### src/hdl/rmv_pkg.sv
package rmv_pkg;

  // Default parameter values
  localparam int SAMPLE_WIDTH_DEF = 16;
  localparam int COUNT_WIDTH_DEF  = 32;
  localparam int FRAC_BITS_DEF    = 16;

  // Result field widths
  localparam int COUNT_OUT_W = 32;
  localparam int MINMAX_W    = 16;
  localparam int MEAN_W      = 32;
  localparam int VAR_W       = 47;
  localparam int STD_W       = 23;

  // Datapath of the shared unit
  localparam int DATA_W    = 64;
  localparam int STEP_W    = 7;
  localparam int VAR_FRAC  = 16;
  localparam int ROOT_W    = DATA_W / 2;

  // Operations of the shared unit
  typedef enum logic [1:0] {
    OP_DIV,
    OP_MUL,
    OP_SQRT
  } rmv_op_t;

  // Request to the shared unit
  typedef struct packed {
    logic    start;
    rmv_op_t op;
  } rmv_req_t;

endpackage

### src/hdl/rmv_intf.sv
// Sample channel
interface rmv_in_if #(
  parameter int SAMPLE_WIDTH = rmv_pkg::SAMPLE_WIDTH_DEF
);
  logic                           valid;
  logic                           ready;
  logic signed [SAMPLE_WIDTH-1:0] sample;

  modport source (output valid, output sample, input ready);
  modport sink   (input valid, input sample, output ready);
endinterface

// Statistics result channel
interface rmv_out_if;
  logic                                   valid;
  logic                                   ready;
  logic        [rmv_pkg::COUNT_OUT_W-1:0] sample_count;
  logic signed [rmv_pkg::MINMAX_W-1:0]    min_value;
  logic signed [rmv_pkg::MINMAX_W-1:0]    max_value;
  logic signed [rmv_pkg::MEAN_W-1:0]      mean_value;
  logic        [rmv_pkg::VAR_W-1:0]       variance_value;
  logic        [rmv_pkg::STD_W-1:0]       std_deviation;

  modport source (output valid, output sample_count, output min_value, output max_value,
                  output mean_value, output variance_value, output std_deviation,
                  input ready);
  modport sink   (input valid, input sample_count, input min_value, input max_value,
                  input mean_value, input variance_value, input std_deviation,
                  output ready);
endinterface

### src/hdl/running_mean_variance_min_max_unit.sv
// Each sample runs through the shared unit in order: mean divide, product, variance divide
// and square root, then one output load, plus any wait for the output register; the first
// sample skips the mean divide and product.
// One sample is in work at a time; in_ready is low while a sample is in work.
// Reset (synchronous, rst_n low) clears count, mean, spread sum, min and max to zero.
module running_mean_variance_min_max_unit #(
  parameter int SAMPLE_WIDTH = rmv_pkg::SAMPLE_WIDTH_DEF,
  parameter int COUNT_WIDTH  = rmv_pkg::COUNT_WIDTH_DEF,
  parameter int FRAC_BITS    = rmv_pkg::FRAC_BITS_DEF
) (
  input logic         clk,
  input logic         rst_n,
  rmv_in_if.sink      in_ch,
  rmv_out_if.source   out_ch
);

  localparam int DW  = rmv_pkg::DATA_W;
  localparam int XQW = SAMPLE_WIDTH + FRAC_BITS;
  localparam int MW  = XQW + 1;
  localparam int VAR_SHIFT = rmv_pkg::VAR_FRAC - FRAC_BITS;

  typedef enum logic [2:0] {S_IDLE, S_DIVM, S_MUL, S_DIVV, S_SQRT, S_OUT} state_t;

  state_t                           state_r;
  logic        [COUNT_WIDTH-1:0]    count_r;
  logic signed [XQW-1:0]            mean_r;
  logic        [DW-1:0]             sum_r;
  logic signed [SAMPLE_WIDTH-1:0]   min_r, max_r;
  logic signed [XQW-1:0]            xq_r;
  logic                             neg_r;
  logic        [MW-1:0]             d1mag_r;
  logic        [rmv_pkg::VAR_W-1:0] var_r;
  logic        [rmv_pkg::STD_W-1:0] sd_r;
  rmv_pkg::rmv_req_t                req_r, req_nxt;
  logic        [DW-1:0]             opa_r, opb_r;
  logic                             u_done;
  logic        [DW-1:0]             u_result;

  logic signed [XQW-1:0]            xq_in;
  logic signed [MW-1:0]             d1, nm, delta, d2;
  logic        [MW-1:0]             qt, d2mag;
  logic        [DW:0]               sum_add;
  logic        [rmv_pkg::VAR_W-1:0] var_nxt;
  logic        [rmv_pkg::STD_W-1:0] sd_nxt;

  rmv_iter_unit #(
    .COUNT_WIDTH (COUNT_WIDTH),
    .FRAC_BITS   (FRAC_BITS),
    .MUL_WIDTH   (MW)
  ) u_iter (
    .clk    (clk),
    .rst_n  (rst_n),
    .req    (req_r),
    .opa    (opa_r),
    .opb    (opb_r),
    .done   (u_done),
    .result (u_result)
  );

  // Datapath between unit operations
  always_comb begin
    xq_in   = {in_ch.sample, {FRAC_BITS{1'b0}}};
    d1      = MW'(xq_in) - MW'(mean_r);
    qt      = u_result[MW-1:0];
    delta   = neg_r ? -signed'(qt) : signed'(qt);
    nm      = MW'(mean_r) + delta;
    d2      = MW'(xq_r) - nm;
    d2mag   = d2[MW-1] ? MW'(-d2) : MW'(d2);
    sum_add = {1'b0, sum_r} + {1'b0, u_result};
    var_nxt = (|u_result[DW-1:rmv_pkg::VAR_W]) ? '1 : u_result[rmv_pkg::VAR_W-1:0];
    sd_nxt  = (|u_result[DW-1:rmv_pkg::STD_W]) ? '1 : u_result[rmv_pkg::STD_W-1:0];
  end

  // Start pulses to the shared unit
  always_comb begin
    req_nxt = '{start: 1'b0, op: rmv_pkg::OP_DIV};
    unique case (state_r)
      S_IDLE: if (in_ch.valid) req_nxt = '{start: 1'b1, op: rmv_pkg::OP_DIV};
      S_DIVM: if (u_done) req_nxt = '{start: 1'b1, op: rmv_pkg::OP_MUL};
      S_MUL:  if (u_done) req_nxt = '{start: 1'b1, op: rmv_pkg::OP_DIV};
      S_DIVV: if (u_done) req_nxt = '{start: 1'b1, op: rmv_pkg::OP_SQRT};
      default: ;
    endcase
  end

  assign in_ch.ready = (state_r == S_IDLE);

  // Sequencer
  always_ff @(posedge clk) begin
    if (!rst_n) begin
      state_r      <= S_IDLE;
      count_r      <= '0;
      mean_r       <= '0;
      sum_r        <= '0;
      min_r        <= '0;
      max_r        <= '0;
      req_r        <= '{start: 1'b0, op: rmv_pkg::OP_DIV};
      out_ch.valid <= 1'b0;
    end else begin
      req_r <= req_nxt;
      // Output valid: set on load from S_OUT, cleared on transaction
      if (state_r == S_OUT && (!out_ch.valid || out_ch.ready)) begin
        out_ch.valid <= 1'b1;
      end else if (out_ch.valid && out_ch.ready) begin
        out_ch.valid <= 1'b0;
      end
      unique case (state_r)
        S_IDLE: begin
          if (in_ch.valid) begin
            xq_r <= xq_in;
            if (count_r == '0) begin
              count_r <= COUNT_WIDTH'(1);
              mean_r  <= xq_in;
              sum_r   <= '0;
              min_r   <= in_ch.sample;
              max_r   <= in_ch.sample;
              opb_r   <= '0;
              opa_r   <= DW'(1);
              state_r <= S_DIVV;
            end else begin
              if (count_r != '1) begin
                count_r <= count_r + 1'b1;
                opa_r   <= DW'(count_r + 1'b1);
              end else begin
                opa_r   <= DW'(count_r);
              end
              if (in_ch.sample < min_r) min_r <= in_ch.sample;
              if (in_ch.sample > max_r) max_r <= in_ch.sample;
              neg_r   <= d1[MW-1];
              d1mag_r <= d1[MW-1] ? MW'(-d1) : MW'(d1);
              opb_r   <= DW'(d1[MW-1] ? MW'(-d1) : MW'(d1));
              state_r <= S_DIVM;
            end
          end
        end
        S_DIVM: begin
          if (u_done) begin
            mean_r  <= XQW'(nm);
            opa_r   <= DW'(d1mag_r);
            opb_r   <= DW'(d2mag);
            state_r <= S_MUL;
          end
        end
        S_MUL: begin
          if (u_done) begin
            sum_r   <= sum_add[DW] ? '1 : sum_add[DW-1:0];
            opb_r   <= sum_add[DW] ? '1 : sum_add[DW-1:0];
            opa_r   <= DW'(count_r);
            state_r <= S_DIVV;
          end
        end
        S_DIVV: begin
          if (u_done) begin
            var_r   <= var_nxt;
            opb_r   <= DW'(var_nxt) << VAR_SHIFT;
            state_r <= S_SQRT;
          end
        end
        S_SQRT: begin
          if (u_done) begin
            sd_r    <= sd_nxt;
            state_r <= S_OUT;
          end
        end
        S_OUT: begin
          // Load result once the output register is free
          if (!out_ch.valid || out_ch.ready) begin
            out_ch.sample_count   <= rmv_pkg::COUNT_OUT_W'(count_r);
            out_ch.min_value      <= rmv_pkg::MINMAX_W'(min_r);
            out_ch.max_value      <= rmv_pkg::MINMAX_W'(max_r);
            out_ch.mean_value     <= rmv_pkg::MEAN_W'(mean_r);
            out_ch.variance_value <= var_r;
            out_ch.std_deviation  <= sd_r;
            state_r               <= S_IDLE;
          end
        end
        default: state_r <= S_IDLE;
      endcase
    end
  end

endmodule

### src/hdl/rmv_iter_unit.sv
// Shared bit-serial unit: restoring divide, shift-add multiply, digit-pair square root
module rmv_iter_unit #(
  parameter int COUNT_WIDTH = rmv_pkg::COUNT_WIDTH_DEF,
  parameter int FRAC_BITS   = rmv_pkg::FRAC_BITS_DEF,
  parameter int MUL_WIDTH   = rmv_pkg::SAMPLE_WIDTH_DEF + rmv_pkg::FRAC_BITS_DEF + 1
) (
  input  logic                         clk,
  input  logic                         rst_n,
  input  rmv_pkg::rmv_req_t            req,
  input  logic [rmv_pkg::DATA_W-1:0]   opa,
  input  logic [rmv_pkg::DATA_W-1:0]   opb,
  output logic                         done,
  output logic [rmv_pkg::DATA_W-1:0]   result
);

  localparam int DW  = rmv_pkg::DATA_W;
  localparam int RW  = rmv_pkg::ROOT_W;
  localparam int PW  = 2 * MUL_WIDTH;

  typedef enum logic {U_IDLE, U_RUN} ustate_t;

  ustate_t                         state_r;
  rmv_pkg::rmv_op_t                op_r;
  logic [rmv_pkg::STEP_W-1:0]      step_r;
  logic [DW-1:0]                   x_r, x_nxt;
  logic [COUNT_WIDTH-1:0]          rem_r, rem_nxt, dvs_r;
  logic [PW-1:0]                   acc_r, acc_nxt;
  logic [MUL_WIDTH-1:0]            mcand_r;
  logic [RW-1:0]                   root_r, root_nxt;
  logic [RW+1:0]                   srem_r, srem_nxt;
  logic [DW-1:0]                   res_nxt;

  logic [COUNT_WIDTH:0]            div_sh;
  logic [RW+3:0]                   sq_sh, sq_trial;
  logic [2*DW-1:0]                 prod_sh;

  // One iteration of the selected operation
  always_comb begin
    div_sh   = {rem_r, x_r[DW-1]};
    sq_sh    = {srem_r, x_r[DW-1:DW-2]};
    sq_trial = {2'b00, root_r, 2'b01};
    x_nxt    = x_r;
    rem_nxt  = rem_r;
    acc_nxt  = acc_r;
    root_nxt = root_r;
    srem_nxt = srem_r;
    prod_sh  = '0;
    res_nxt  = '0;
    unique case (op_r)
      rmv_pkg::OP_DIV: begin
        if (div_sh >= {1'b0, dvs_r}) begin
          rem_nxt = COUNT_WIDTH'(div_sh - {1'b0, dvs_r});
          x_nxt   = {x_r[DW-2:0], 1'b1};
        end else begin
          rem_nxt = div_sh[COUNT_WIDTH-1:0];
          x_nxt   = {x_r[DW-2:0], 1'b0};
        end
        res_nxt = x_nxt;
      end
      rmv_pkg::OP_MUL: begin
        acc_nxt = {acc_r[PW-2:0], 1'b0} +
                  (x_r[MUL_WIDTH-1] ? PW'(mcand_r) : PW'(0));
        x_nxt   = {x_r[DW-2:0], 1'b0};
        prod_sh = (2*DW)'(acc_nxt) >> FRAC_BITS;
        res_nxt = (|prod_sh[2*DW-1:DW]) ? '1 : prod_sh[DW-1:0];
      end
      rmv_pkg::OP_SQRT: begin
        if (sq_sh >= sq_trial) begin
          srem_nxt = (RW+2)'(sq_sh - sq_trial);
          root_nxt = {root_r[RW-2:0], 1'b1};
        end else begin
          srem_nxt = sq_sh[RW+1:0];
          root_nxt = {root_r[RW-2:0], 1'b0};
        end
        x_nxt   = {x_r[DW-3:0], 2'b00};
        res_nxt = DW'(root_nxt);
      end
      default: ;
    endcase
  end

  // Sequencing of iterations
  always_ff @(posedge clk) begin
    if (!rst_n) begin
      state_r <= U_IDLE;
      done    <= 1'b0;
    end else begin
      done <= 1'b0;
      unique case (state_r)
        U_IDLE: begin
          if (req.start) begin
            state_r <= U_RUN;
            op_r    <= req.op;
            x_r     <= opb;
            rem_r   <= '0;
            acc_r   <= '0;
            root_r  <= '0;
            srem_r  <= '0;
            dvs_r   <= opa[COUNT_WIDTH-1:0];
            mcand_r <= opa[MUL_WIDTH-1:0];
            unique case (req.op)
              rmv_pkg::OP_DIV:  step_r <= rmv_pkg::STEP_W'(DW - 1);
              rmv_pkg::OP_MUL:  step_r <= rmv_pkg::STEP_W'(MUL_WIDTH - 1);
              rmv_pkg::OP_SQRT: step_r <= rmv_pkg::STEP_W'(RW - 1);
              default:          step_r <= '0;
            endcase
          end
        end
        U_RUN: begin
          x_r    <= x_nxt;
          rem_r  <= rem_nxt;
          acc_r  <= acc_nxt;
          root_r <= root_nxt;
          srem_r <= srem_nxt;
          step_r <= step_r - 1'b1;
          if (step_r == '0) begin
            state_r <= U_IDLE;
            done    <= 1'b1;
            result  <= res_nxt;
          end
        end
        default: state_r <= U_IDLE;
      endcase
    end
  end

endmodule

### src/flat_wrapper.sv
// flat-port wrapper written by rule: the top's interface ports become plain ports
module running_mean_variance_min_max_unit_flat 
#(
  parameter int SAMPLE_WIDTH = rmv_pkg::SAMPLE_WIDTH_DEF,
  parameter int COUNT_WIDTH  = rmv_pkg::COUNT_WIDTH_DEF,
  parameter int FRAC_BITS    = rmv_pkg::FRAC_BITS_DEF
)
  (clk, rst_n, in_ch_valid, in_ch_sample, in_ch_ready, out_ch_valid, out_ch_sample_count, out_ch_min_value, out_ch_max_value, out_ch_mean_value, out_ch_variance_value, out_ch_std_deviation, out_ch_ready);
  rmv_in_if #(.SAMPLE_WIDTH(SAMPLE_WIDTH)) in_ch_i ();
  rmv_out_if out_ch_i ();
  input logic clk;
  input logic rst_n;
  input wire logic [$bits(in_ch_i.valid)-1:0] in_ch_valid;
  input wire logic [$bits(in_ch_i.sample)-1:0] in_ch_sample;
  output wire logic [$bits(in_ch_i.ready)-1:0] in_ch_ready;
  output wire logic [$bits(out_ch_i.valid)-1:0] out_ch_valid;
  output wire logic [$bits(out_ch_i.sample_count)-1:0] out_ch_sample_count;
  output wire logic [$bits(out_ch_i.min_value)-1:0] out_ch_min_value;
  output wire logic [$bits(out_ch_i.max_value)-1:0] out_ch_max_value;
  output wire logic [$bits(out_ch_i.mean_value)-1:0] out_ch_mean_value;
  output wire logic [$bits(out_ch_i.variance_value)-1:0] out_ch_variance_value;
  output wire logic [$bits(out_ch_i.std_deviation)-1:0] out_ch_std_deviation;
  input wire logic [$bits(out_ch_i.ready)-1:0] out_ch_ready;
  assign in_ch_i.valid = in_ch_valid;
  assign in_ch_i.sample = in_ch_sample;
  assign in_ch_ready = in_ch_i.ready;
  assign out_ch_valid = out_ch_i.valid;
  assign out_ch_sample_count = out_ch_i.sample_count;
  assign out_ch_min_value = out_ch_i.min_value;
  assign out_ch_max_value = out_ch_i.max_value;
  assign out_ch_mean_value = out_ch_i.mean_value;
  assign out_ch_variance_value = out_ch_i.variance_value;
  assign out_ch_std_deviation = out_ch_i.std_deviation;
  assign out_ch_i.ready = out_ch_ready;
  running_mean_variance_min_max_unit #(.SAMPLE_WIDTH(SAMPLE_WIDTH), .COUNT_WIDTH(COUNT_WIDTH), .FRAC_BITS(FRAC_BITS)) u_core (.clk(clk), .rst_n(rst_n), .in_ch(in_ch_i), .out_ch(out_ch_i));
endmodule
### config.mk
export PLATFORM = sky130hd
export DESIGN_NAME = running_mean_variance_min_max_unit_flat
export DESIGN_NICKNAME = d
export VERILOG_FILES = /design/src/hdl/rmv_pkg.sv /design/src/hdl/rmv_intf.sv /design/src/hdl/running_mean_variance_min_max_unit.sv /design/src/hdl/rmv_iter_unit.sv /design/src/flat_wrapper.sv
export SDC_FILE = /design/constraint.sdc
export NUM_CORES = 2
export LEC_CHECK = 0
export BUFFER_PORTS_ARGS = -buffer_cell sky130_fd_sc_hd__buf_2
export CORE_MARGIN = 4
export CORE_UTILIZATION = 35
export DETAILED_ROUTE_END_ITERATION = 10
export SYNTH_ARGS = -nofsm -noshare
export SYNTH_HDL_FRONTEND = slang
export SYNTH_SLANG_ARGS = --single-unit
### constraint.sdc
create_clock -name clk -period 26.5 [get_ports clk]
set_input_delay 5.3 -clock clk [delete_from_list [all_inputs] [get_ports clk]]
set_output_delay 5.3 -clock clk [all_outputs]
set_load 0.05 [all_outputs]
==> results.toml <==
[synth]
synth-main-ff-cell = "edfxtp_1"
ys_seq_area_share_pct = 48.4
synth_edf_count = 716
ys_ff_latch = 885
yosysMostFrequentCell = "edfxtp_1"
yosys.cell_types.count = 108
ys_warn_count = 0
synthTopCellsByArea = "edfxtp_1 (42%), dfxtp_1 (6.6%), ha_1 (6.5%)"
netlist_area_sq_mm = 0.0515
yosys.area.top_type = "edfxtp_1"
synth_common_cells = "edfxtp_1 (716), nor2_1 (516), nand2_1 (393)"
synth.top_cell.area_share_pct = 41.8
syn_area_per_cell_sq_um = 9.98
synthArstFlopShare_pct = 0
syn_inst = 5155
syn-num-nets = 5445

[power_and_ir_drop]
p_int_uw = 3070
swShare_pct = 34.8
power_switching_uw = 1640
sequentialPowerShare_pct = 38.2
powerDensity_mw_per_mm2 = 81.3
p_comb_share_pct = 30.2
power_frac_clock_pct = 31.7
power.leakage_uw = 0.0222
ir_worst_vdd_mv = 0.0602

[timing]
finalSetupTns_ns = 0
period_minus_slack_ns = 8.66
min_period_over_period_pct = 32.7
finalClockSkew_ns = 0.0508
rsz0062_at_grt = "false"
max_freq_mhz = 116
finalHoldViolations = 0
drv_slew = 0
setup_viol = 0
slew_headroom_pct = 20.4
worstMarginPinSlew_ns = 1.19

[route]
drc = 0
viasPerCell = 5.70
drtIter0Drc = 3921
first_pass_iters = 6
ant_nets = 0
via_count = 41400
drt-wirelength-per-cell_microns = 22.8
finalWirelength_microns = 165000

[cts]
postCtsSetupBuffers = 0
cts_buffers = 101
clock_sinks = 885
cts.clk_slew.worst_paths_ns = 0.06
cts_resized = 0
clockBufferDepth = 3
cts_tree = "done"
cts_root_buf = "clkbuf_16"
ctsHoldBuffers = 0
worstSkewPairLatency_ns = 0.73
cts.htree.levels = 3

[placement]
place.gp.congestion = 0.915
dp_hpwl_microns = 120000
dpl_cell_area_sq_mm = 0.0544
io_buffers = 187

[floorplanning]
core_sq_mm = 0.146
row_count = 140
die_y_microns = 391
start_util_pct = 35.3
fp.dieW_microns = 391
die_area_sq_mm = 0.153
ios = 188

[global_route]
met2_usage_pct = 34.5
grt_pass1_vias = 39500
grt.overflow.total = 0
grt_pass1_wl_microns = 248000
antenna_found_initial = 11
grt_use_total_pct = 21.0
met3_usage_pct = 3.03
grt_max_degree = 136
grt_use_met1_pct = 28.2
busiest_layer = "met2"

[critical_path]
critical_path_class = "input pin to flip-flop"
cp_max_fo = 33
cpPeakStageDelay_ns = 0.39
crit_chain = "buf_2, ha_1, nand2_1, o41ai_1, a21oi_1, o21bai_1, a21oi_1, o21ai_0, a211o_1, o21ba_2, a21o_1, buf_4, inv_1, ha_1, nand2_1, buf_4, o21ai_0"
crit_slowest_cell = "buf_4"
cp-end-kind = "flip-flop"
cp_data_required_time_ns = 26.88
worstPathArrival_ns = 9.04
critPathLaunchType = "input pin"

[run]
cap_violations = 0

[status]
status = "complete, no violations"

[layout]
nets = 5540
syn_to_final_growth_pct = 12.6
n_fill_cell = 14200
drive_gt1_share_pct = 10.6
stdcell_area_sq_mm = 0.0580

[min_path]
hold_class = "flip-flop to flip-flop"
==> path summary, 6_finish.rpt <==
kind / startpoint / endpoint / slack [ns] / cells after the start
setup / recovery: in_ch_sample[1] / u_core.opb_r[55] / 17.84 / 17
hold / removal: u_core.var_r[13] / u_core.out_ch.variance_value[13] / 0.40 / 0
setup reg to reg: u_core.u_iter.result[11] / u_core.opb_r[8] / 18.56 / 23
hold reg to reg: u_core.var_r[13] / u_core.out_ch.variance_value[13] / 0.40 / 0
==> per-stage QoR <==
stage / instances / hold slack, ns / setup slack (ns) / total power (uW) / util, %
2_1_floorplan: 5155 / 0.400 / 13.08 / 2810 / -
5_1_grt: 7253 / 0.405 / 17.49 / 4940 / 39.7
4_1_cts: 7253 / 0.393 / 17.95 / 4730 / 39.7
6_report: 7258 / 0.401 / 17.84 / 4710 / 39.7
3_3_place_gp: 7064 / 0.400 / 17.22 / 3210 / 37.3
3_5_place_dp: 7064 / 0.405 / 17.20 / 3230 / 37.3
==> cells in the final DEF, fill, tap and decap left out, types with 33 or more instances in the layout <==
| cell type | Yosys | routed |
|---|---|---|
| buf_2 | 11 | 186 |
| a31oi_1 | 46 | 45 |
| o21bai_1 | 35 | 35 |
| xor2_1 | 132 | 132 |
| nor2b_1 | 107 | 104 |
| and2_1 | 125 | 124 |
| nand3_1 | 114 | 114 |
| inv_1 | 216 | 216 |
| nand2_1 | 393 | 392 |
| or2_2 | 81 | 81 |
| ha_1 | 266 | 266 |
| o21ai_0 | 343 | 343 |
| a211oi_1 | 34 | 34 |
| or3_1 | 34 | 34 |
| nand4_1 | 46 | 46 |
| nor2_1 | 516 | 508 |
| buf_4 | 0 | 58 |
| nor3_1 | 90 | 87 |
| edfxtp_1 | 716 | 716 |
| nand2b_1 | 56 | 55 |
| clkbuf_16 | 0 | 103 |
| a222oi_1 | 34 | 34 |
| mux2i_1 | 52 | 52 |
| xnor2_1 | 181 | 181 |
| a22oi_1 | 78 | 78 |
| a21o_1 | 124 | 124 |
| and3_1 | 77 | 76 |
| dfxtp_1 | 169 | 168 |
| a221oi_1 | 73 | 73 |
| a21boi_0 | 33 | 33 |
| a21oi_1 | 301 | 299 |
==> metal layers <==
layer	vias up	wire length (microns)
met5	-	25
met4	4	5740
met3	278	11200
met2	1604	76700
met1	20200	71600
li1	19300	-
==> kinds of logic (layout without fill, tap and decap cells) <==
kind of cell	after synthesis	after routing	synth area share [%]
AND/OR/NAND/NOR	1744	1744	16.7
flip-flops	885	885	48.4
adder cells (fa/ha/maj)	273	273	6.68
AO/OA/AOI/OAI	1411	1411	18.3
XOR/XNOR	315	315	5.42
multiplexers	56	56	1.10
other	0	5	0
buffers and inverters	471	652	3.48
==> worst max-delay path, delay by kind of cell <==
family          cells  cell delay (ns)
fa+ha+maj           2             0.63
simple gates        2             0.14
compound gates      9             1.74
buf+inv             4             1.16
==> sequential cells by signal, summed over array words and instances, names as in the netlist, 23 cells and up <==
signal,cells
u_core.u_iter.root_r,32
u_core.out_ch.std_deviation,23
u_core.var_r,47
u_core.sum_r,64
u_core.u_iter.acc_r,65
u_core.u_iter.srem_r,34
u_core.u_iter.result,64
u_core.u_iter.x_r,64
u_core.out_ch.variance_value,47
u_core.u_iter.dvs_r,31
u_core.mean_r,32
u_core.u_iter.rem_r,32
u_core.sd_r,23
u_core.opb_r,64
u_core.out_ch.sample_count,32
u_core.out_ch.mean_value,32
u_core.d1mag_r,33
u_core.opa_r,33
u_core.count_r,32
==> power groups by stage <==
stage / clock [uW] / sequential [uW] / combinational, uW
2_1_floorplan: 0 / 1780 / 1040
4_1_cts: 1520 / 1800 / 1410
3_3_place_gp: 0 / 1820 / 1380
3_5_place_dp: 0 / 1820 / 1400
5_1_grt: 1580 / 1810 / 1560
6_report: 1490 / 1800 / 1420
==> cell type report <==
class,instances,area [sq um],area share (%)
timing repair buffer,245,1390,2.39
inverter,218,823,1.42
clock buffer,117,2660,4.59
tap,1917,2400,4.14
multi-input combinational,3799,24900,43.0
clock inverter,72,855,1.47
sequential,885,24900,42.9
antenna,5,12.5,0.0216
Power figures use the tool's default switching activity.
